File: config.mk
export PLATFORM = sky130hd
export DESIGN_NAME = bsd_ctrl
export DESIGN_NICKNAME = d
export VERILOG_FILES = /design/src/hdl/block_sum_2x2_downsample_unit_assert.svh /design/src/hdl/bsd_pkg.sv /design/src/hdl/bsd_ctrl.sv
export SDC_FILE = /design/constraint.sdc
export NUM_CORES = 1
export LEC_CHECK = 0
export ABC_AREA = 1
export CAP_MARGIN = 20
export CORE_MARGIN = 2
export CORE_UTILIZATION = 50
export DETAILED_ROUTE_END_ITERATION = 8
export DONT_BUFFER_PORTS = 1
export PLACE_DENSITY = 0.68
export SYNTH_ARGS = -nofsm -noshare
export SYNTH_HDL_FRONTEND = slang
export SYNTH_SLANG_ARGS = --single-unit
File: constraint.sdc
create_clock -name clk -period 2.2 [get_ports clk]
set_input_delay 0.22 -clock clk [delete_from_list [all_inputs] [get_ports clk]]
set_output_delay 0.22 -clock clk [all_outputs]
set_load 0.02 [all_outputs]
File: src/hdl/block_sum_2x2_downsample_unit_assert.svh
// Assertion macros for the 2x2 sum pooling block.
`ifndef BLOCK_SUM_2X2_DOWNSAMPLE_UNIT_ASSERT_SVH
`define BLOCK_SUM_2X2_DOWNSAMPLE_UNIT_ASSERT_SVH

// Same-cycle implication, checked on clk, off while rst_n is low.
`define BSD_ASSERT_IMPL(label, ante, cons) \
  label: assert property (@(posedge clk) disable iff (!rst_n) (ante) |-> (cons)) \
    else $error("bsd assertion failed");

// Next-cycle implication, checked on clk, off while rst_n is low.
`define BSD_ASSERT_NEXT(label, ante, cons) \
  label: assert property (@(posedge clk) disable iff (!rst_n) (ante) |=> (cons)) \
    else $error("bsd assertion failed");

`endif

File: src/hdl/bsd_pkg.sv
// Package: constants and types shared by the 2x2 sum pooling block.
`default_nettype none

package bsd_pkg;

  localparam int MAX_COLS   = 1024;
  localparam int MAX_ROWS   = 4096;
  localparam int DATA_BITS  = 16;

  localparam int PAIR_BITS  = DATA_BITS + 1;
  localparam int SUM_BITS   = DATA_BITS + 2;
  localparam int LINE_DEPTH = (MAX_COLS + 1) / 2;
  localparam int LINE_AW    = $clog2(LINE_DEPTH);
  localparam int COL_BITS   = $clog2(MAX_COLS);
  localparam int ROW_BITS   = $clog2(MAX_ROWS);

  // Configuration port
  localparam int ROWS_CFG_W = 13;
  localparam int COLS_CFG_W = 11;
  localparam int CFG_DATA_W = 13;
  localparam int CFG_IDX_W  = 2;

  typedef enum logic [CFG_IDX_W-1:0] {
    CFG_FRAME_ROWS = 2'd0,
    CFG_FRAME_COLS = 2'd1
  } cfg_reg_t;

  // Per-beat decode from the position tracker
  typedef struct packed {
    logic               emit;
    logic               wr_en;
    logic               odd_row;
    logic               row_end;
    logic               frame_end;
    logic [LINE_AW-1:0] tile;
  } pos_t;

endpackage

`default_nettype wire

File: src/hdl/bsd_ctrl.sv
// Frame size registers, raster position counters and horizontal pair adder.
`default_nettype none

module bsd_ctrl (
  input  wire logic                           clk,
  input  wire logic                           rst_n,
  input  wire logic                           cfg_fire,
  input  wire logic [bsd_pkg::CFG_IDX_W-1:0]  cfg_index,
  input  wire logic [bsd_pkg::CFG_DATA_W-1:0] cfg_data,
  input  wire logic                           in_fire,
  input  wire logic signed [bsd_pkg::DATA_BITS-1:0] in_pixel,
  output bsd_pkg::pos_t                       pos,
  output logic [bsd_pkg::PAIR_BITS-1:0]       pair
);

  logic [bsd_pkg::ROW_BITS-1:0]  rows_m1_r, rows_m1_nxt;
  logic [bsd_pkg::COL_BITS-1:0]  cols_m1_r, cols_m1_nxt;
  logic [bsd_pkg::ROW_BITS-1:0]  row_index_r;
  logic [bsd_pkg::COL_BITS-1:0]  col_index_r;
  logic [bsd_pkg::PAIR_BITS-1:0] column_partial_r;

  logic [bsd_pkg::ROWS_CFG_W-1:0] rows_val;
  logic [bsd_pkg::COLS_CFG_W-1:0] cols_val;
  logic [bsd_pkg::PAIR_BITS-1:0]  px_ext;
  logic last_col, last_row, odd_col, odd_row, pair_done, restart;

  // Clamp sizes on write: zero acts as one, oversize acts as the maximum
  assign rows_val = cfg_data[bsd_pkg::ROWS_CFG_W-1:0];
  assign cols_val = cfg_data[bsd_pkg::COLS_CFG_W-1:0];

  always_comb begin
    priority if (rows_val == '0) begin
      rows_m1_nxt = '0;
    end else if (rows_val > bsd_pkg::ROWS_CFG_W'(bsd_pkg::MAX_ROWS)) begin
      rows_m1_nxt = bsd_pkg::ROW_BITS'(bsd_pkg::MAX_ROWS - 1);
    end else begin
      rows_m1_nxt = bsd_pkg::ROW_BITS'(rows_val - 1'b1);
    end
  end

  always_comb begin
    priority if (cols_val == '0) begin
      cols_m1_nxt = '0;
    end else if (cols_val > bsd_pkg::COLS_CFG_W'(bsd_pkg::MAX_COLS)) begin
      cols_m1_nxt = bsd_pkg::COL_BITS'(bsd_pkg::MAX_COLS - 1);
    end else begin
      cols_m1_nxt = bsd_pkg::COL_BITS'(cols_val - 1'b1);
    end
  end

  // Position decode for the current beat
  assign last_col  = (col_index_r >= cols_m1_r);
  assign last_row  = (row_index_r >= rows_m1_r);
  assign odd_col   = col_index_r[0];
  assign odd_row   = row_index_r[0];
  assign pair_done = odd_col || last_col;

  assign px_ext = {in_pixel[bsd_pkg::DATA_BITS-1], in_pixel};
  assign pair   = odd_col ? (column_partial_r + px_ext) : px_ext;

  assign pos.emit      = pair_done && (odd_row || last_row);
  assign pos.wr_en     = pair_done && !odd_row && !last_row;
  assign pos.odd_row   = odd_row;
  assign pos.row_end   = last_col;
  assign pos.frame_end = last_col && last_row;
  assign pos.tile      = col_index_r[bsd_pkg::COL_BITS-1:1];

  // Either size write restarts the frame
  assign restart = cfg_fire &&
                   ((cfg_index == bsd_pkg::CFG_FRAME_ROWS) ||
                    (cfg_index == bsd_pkg::CFG_FRAME_COLS));

  always_ff @(posedge clk) begin
    if (!rst_n) begin
      rows_m1_r        <= '0;
      cols_m1_r        <= '0;
      row_index_r      <= '0;
      col_index_r      <= '0;
      column_partial_r <= '0;
    end else if (restart) begin
      if (cfg_index == bsd_pkg::CFG_FRAME_ROWS) begin
        rows_m1_r <= rows_m1_nxt;
      end else begin
        cols_m1_r <= cols_m1_nxt;
      end
      row_index_r      <= '0;
      col_index_r      <= '0;
      column_partial_r <= '0;
    end else if (in_fire) begin
      if (!odd_col) begin
        column_partial_r <= px_ext;
      end
      if (last_col) begin
        col_index_r <= '0;
        row_index_r <= last_row ? '0 : row_index_r + 1'b1;
      end else begin
        col_index_r <= col_index_r + 1'b1;
      end
    end
  end

endmodule

`default_nettype wire

Word-level counts from Yosys, hierarchy flattened
Cells that the tools add are included.
{"block": "classes", "n_addsub": 5, "mul": 0, "div": 0, "magnitude_cmp": 4, "eq_ne": 1, "shift": 0, "muxes": 7, "n_bitwise": 3, "n_reduce_logical": 18}
{"cell": "12-bit two-way mux", "count": 3}
{"cell": "10-bit two-way mux", "count": 3}
{"cell": "16-bit by 16-bit adder with 17-bit output", "count": 1}
{"cell": "17-bit two-way mux", "count": 1}
{"cell": "13-bit greater-than comparator, second input constant", "count": 1}
{"cell": "13-bit zero test", "count": 1}
{"cell": "12-bit by 1-bit adder with 12-bit output, second input constant", "count": 1}
{"cell": "12-bit >= comparator", "count": 1}
{"cell": "12-bit by 1-bit subtractor with 12-bit output, second input constant", "count": 1}
{"cell": "11-bit greater-than comparator, second input constant", "count": 1}
{"cell": "11-bit zero test", "count": 1}
{"cell": "10-bit by 1-bit adder with 10-bit output, second input constant", "count": 1}
{"cell": "10-bit >= comparator", "count": 1}
{"cell": "10-bit by 1-bit subtractor with 10-bit output, second input constant", "count": 1}
{"cell": "2-bit AND reduction", "count": 4}
{"cell": "1-bit logical AND", "count": 5}
{"cell": "1-bit logical OR", "count": 3}
{"cell": "1-bit inverter", "count": 3}
{"cell": "2-bit by 1-bit == test with 1-bit output, second input constant", "count": 1}
{"cell": "1-bit zero test", "count": 2}
{"cell": "2-bit zero test", "count": 1}
{"cell": "2-bit OR reduction", "count": 1}
{"block": "word_totals", "register_bits": 60, "latchBits": 0, "ram_bits": 0, "mem_bits_ro": 0, "memories": 0}

Depth between registers and ports, before layout
{"block": "depth", "ltp_word": 4, "mapped_depth": 14, "depth_no_buf": 13}

Least setup slack after synthesis
Ideal clock, no wire load.
{"block": "synth_timing", "path_kind": "register -> output", "from": "register col_index_r[0] in the netlist's numbering", "to": "output port pos[12] in the netlist's numbering", "arrival_ps": 2083, "required_time_ps": 1980, "slack_ps": -103, "stages_incl_launch_ff": 12, "n_path_buf": 3, "path_cell_list": "dfxtp_1 -> buf_2 -> clkinv_1 -> buf_2 -> ha_1 -> nand2_1 -> nand3_1 -> nand3_1 -> nand3_4 -> buf_6 -> o21ai_0 -> nor2_1"}
{"element": "start: declaration", "line_no": "bsd_ctrl.sv:19", "rtl": "logic [bsd_pkg::COL_BITS-1:0] col_index_r;"}
{"element": "start signal: assignment", "line_no": "bsd_ctrl.sv:97", "rtl": "col_index_r <= col_index_r + 1'b1;"}
{"element": "end: declaration", "line_no": "bsd_ctrl.sv:12", "rtl": "output bsd_pkg::pos_t pos,"}

Worst setup path after layout
{"block": "layout_timing", "from": "register column_partial_r[0] in the netlist's numbering", "to": "output port pair[8] in the netlist's numbering"}
{"block": "layout_via", "elab_chain_len": 2}
{"element": "start: declaration", "line_no": "bsd_ctrl.sv:20", "rtl": "logic [bsd_pkg::PAIR_BITS-1:0] column_partial_r;"}
{"element": "start signal: assignment", "line_no": "bsd_ctrl.sv:91", "rtl": "column_partial_r <= px_ext;"}
{"element": "16-bit by 16-bit adder with 17-bit output", "line_no": "bsd_ctrl.sv:59", "rtl": "assign pair = odd_col ? (column_partial_r + px_ext) : px_ext;"}
{"element": "17-bit two-way mux", "line_no": "bsd_ctrl.sv:59"}
{"element": "end: declaration", "line_no": "bsd_ctrl.sv:13", "rtl": "output logic [bsd_pkg::PAIR_BITS-1:0] pair"}
No other way between the ends.

==> impl_metrics.env <==
export IMPL_status="finished, violations left"
export IMPL_violations="setup timing"
export IMPL_track_usage_pct=23.51
export IMPL_first_pass_iters=5
export IMPL_swShare_pct=31.71
export IMPL_finalHoldViolCount=0
export IMPL_insertion_delay_ns=0.34
export IMPL_htreeDepth=3
export IMPL_min_path_type="in -> reg"
export IMPL_drv_slew=0
export IMPL_postSynthCellCount=716
export IMPL_core_area_sq_um=8806
export IMPL_gp_congestion=0.9587
export IMPL_slew_headroom_pct=58.78
export IMPL_worst_slack_ns=-0.08263
export IMPL_root_buffer="clkbuf_8"
export IMPL_ys_seq_elements=60
export IMPL_dp_cells=818
export IMPL_grt_pass1_vias=4302
export IMPL_grt_max_degree=23
export IMPL_cp_max_fo=3
export IMPL_stdcell_count=841
export IMPL_wl_per_cell_microns=13.65
export IMPL_diodes=0
export IMPL_rsz0062_at_grt="yes"
export IMPL_drive_above_1_share_pct=18.69
export IMPL_antenna_found_initial=0
export IMPL_totalWireLength_microns=11480
export IMPL_cts_tree="yes"
export IMPL_skew_ns=0.01027
export IMPL_cp_required_ns=1.98
export IMPL_remaining_drc_errors=0
export IMPL_synth_top_cell_area_share_pct=26.12
export IMPL_rows=34
export IMPL_p_sw_w=0.0009972
export IMPL_syn_nets=794
export IMPL_comb_power_share_pct=24.8
export IMPL_cap_violations=0
export IMPL_p_clk_share_pct=38.6
export IMPL_vias_per_cell=5.390
export IMPL_initial_utilization_pct=52.22
export IMPL_syn_avg_cell_area_sq_um=6.422
export IMPL_cts_buffers=9
export IMPL_io_pin_count=66
export IMPL_crit_type="reg -> out"
export IMPL_overflow=0
export IMPL_vias=4533
export IMPL_power_density_nw_per_um2=595.6
export IMPL_ant_nets=0
export IMPL_leakagePower_nw=2.346
export IMPL_clockBufferDepth=2
export IMPL_final_nets=806
export IMPL_die_area_sq_um=9979
export IMPL_area_delta_synth_final_pct=14.83
export IMPL_cp_arrival_ns=2.06
export IMPL_synth_top_area_cell="dfxtp_1"
export IMPL_path_clk_slew_ns=0.08
export IMPL_drt_initial_drc_count=195
export IMPL_hpwl_microns=8609
export IMPL_fmax_ghz=0.4381
export IMPL_fin_area_sq_um=5280
export IMPL_finalCriticalPeriod_ns=2.283
export IMPL_synth_area_leaders="dfxtp_1 (26%), nand2_1 (20%), ha_1 (11%), a21oi_1 (7.1%), inv_1 (6.3%)"
export IMPL_end_kind="primary output"
export IMPL_dpl_instance_area_sq_um=4718
export IMPL_grt_pass1_wl_microns=19120
export IMPL_synth_seq_area_share_pct=26.12
export IMPL_internal_power_w=0.002148
export IMPL_period_share_pct=103.8
export IMPL_power_frac_seq_pct=36.6
export IMPL_yosys_warnings=0
export IMPL_synth_cell_types=41
export IMPL_start_kind="register"
export IMPL_dieHeight_microns=99.90
export IMPL_synthesis_area_sq_um=4598
export IMPL_clock_sinks=60
export IMPL_numPortBuffers=0
export IMPL_die_w_microns=99.90
export IMPL_max_vdd_ir_drop_uv=360.9
export IMPL_setup_viol=6
export IMPL_worst_slew_pin_slew_ns=0.6176
sequential cells by signal, indices dropped and copies added, names as in the netlist:
register          flops
rows_m1_r            12
col_index_r          10
row_index_r          12
column_partial_r     16
cols_m1_r            10
layer usage:
metal	vias to the layer above	routed length, microns	GRT usage, %	part of all wire, %
met5	-	0	0	0
li1	2309	-	-	-
met3	15	657	4.318	5.7
met4	0	160	7.798	1.4
met1	2088	4861	27.60	42
met2	121	5798	43.04	51
synth_stat cells:
cell type and n:
buf_2 6, a21o_1 2, xor2_1 10, o21bai_2 1, nand3_2 2, nor2_2 4
buf_6 3, nand3_1 44, a21oi_1 65, nand2_2 7, or2_2 1, nand4_1 10
nand3b_1 4, inv_4 1, a21oi_2 1, dfxtp_1 60, o21ai_2 1, a31oi_1 1
clkinv_1 1, buf_1 1, ha_1 42, o22ai_1 1, nor2_1 58, inv_1 77
buf_4 13, nor3b_2 1, nand3_4 1, and2_1 3, nand2_4 1, o21ai_1 2
nor4_1 1, nor3_1 2, fa_1 1, nor2_4 5, inv_2 2, nand2_1 245
o21ai_0 19, clkbuf_1 5, and3_1 1, xnor2_1 6, nor3_2 5
timing repair:
action,in CTS,in global routing
endpoints found under the hold margin,2,1
hold buffers,1,1
pin swaps,4,18
resized for setup,18,51
setup buffers,2,3
endpoints found under the setup margin,15,15
cells in the final DEF (no fill, tap or decap), drive strengths merged, types with 2 or more instances in the layout:
cell         instances
nand2              253
inv                 80
nor2                67
a21oi               66
dfxtp               60
nand3               47
ha                  42
buf                 27
o21ai               22
nand4               10
xor2                10
clkbuf               9
nor3                 7
xnor2                6
nand3b               4
clkinv               3
and2                 3
bufinv               3
a21o                 2
clkinvlp             2
dlygate4sd3          2
through the flow:
| step | setup slack (ns) | utilization [%] | TNS [ns] | hold slack, ns | total power (W) |
|---|---|---|---|---|---|
| after detailed placement | 0.2163 | 53.58 | 0 | 0.3210 | 0.001856 |
| final | -0.08263 | 59.96 | -0.1515 | 0.01004 | 0.003145 |
| after CTS | -0.03687 | 57.49 | -0.03687 | 0.0003106 | 0.003099 |
| after global placement | 0.2413 | 53.58 | 0 | 0.3203 | 0.001845 |
| after global routing | -0.1531 | 59.96 | -1.026 | 0.006552 | 0.003312 |
| after floorplan | 0.04890 | - | 0 | 0.3671 | 0.001723 |
path summary, 6_finish.rpt:
path / startpoint / end / slack [ns] / depth (start not counted)
setup reg to reg: col_index_r[9] / row_index_r[8] / 0.28 / 11
hold reg to reg: cols_m1_r[3] / cols_m1_r[3] / 0.47 / 2
setup / recovery: column_partial_r[0] / pair[8] / -0.08 / 9
hold / removal: in_pixel[2] / column_partial_r[2] / 0.01 / 2
power by group through the flow:
stage | clock, W | sequential (W) | combinational [W]
final | 0.00121 | 0.00115 | 0.000780
after CTS | 0.00124 | 0.00115 | 0.000716
after global placement | 0 | 0.00117 | 0.000676
after detailed placement | 0 | 0.00117 | 0.000685
after floorplan | 0 | 0.00117 | 0.000556
after global routing | 0.00129 | 0.00116 | 0.000867
cell type report:
cell class                 count  area (sq um)
timing repair buffer          29         222.7
clock inverter                 7         115.1
tap                          108         135.1
clock buffer                   9         123.9
inverter                      81         307.8
multi-input combinational    547          3161
sequential                    60          1215
fill                         845          3526
critical path, stage by stage, from the launching register on:
cell	delay (ns)
dfxtp_2	0.34
ha_4	0.16
fa_2	0.40
nand2_2	0.11
nand2_4	0.08
nand3_4	0.09
nand2_4	0.06
xor2_1	0.14
a21oi_1	0.16
buf_4	0.17
kinds of logic after synthesis:
family	count (synthesis)	share of synthesized area [%]
and+or+nand+nor	395	37.71
buffers and inverters	109	10.67
AOI/OAI and AO/OA	93	10.59
DFF	60	26.12
adders and majority gates	43	11.86
xor gates and xnor gates	16	3.048
Note: power is estimated with default switching activity, not from simulation.
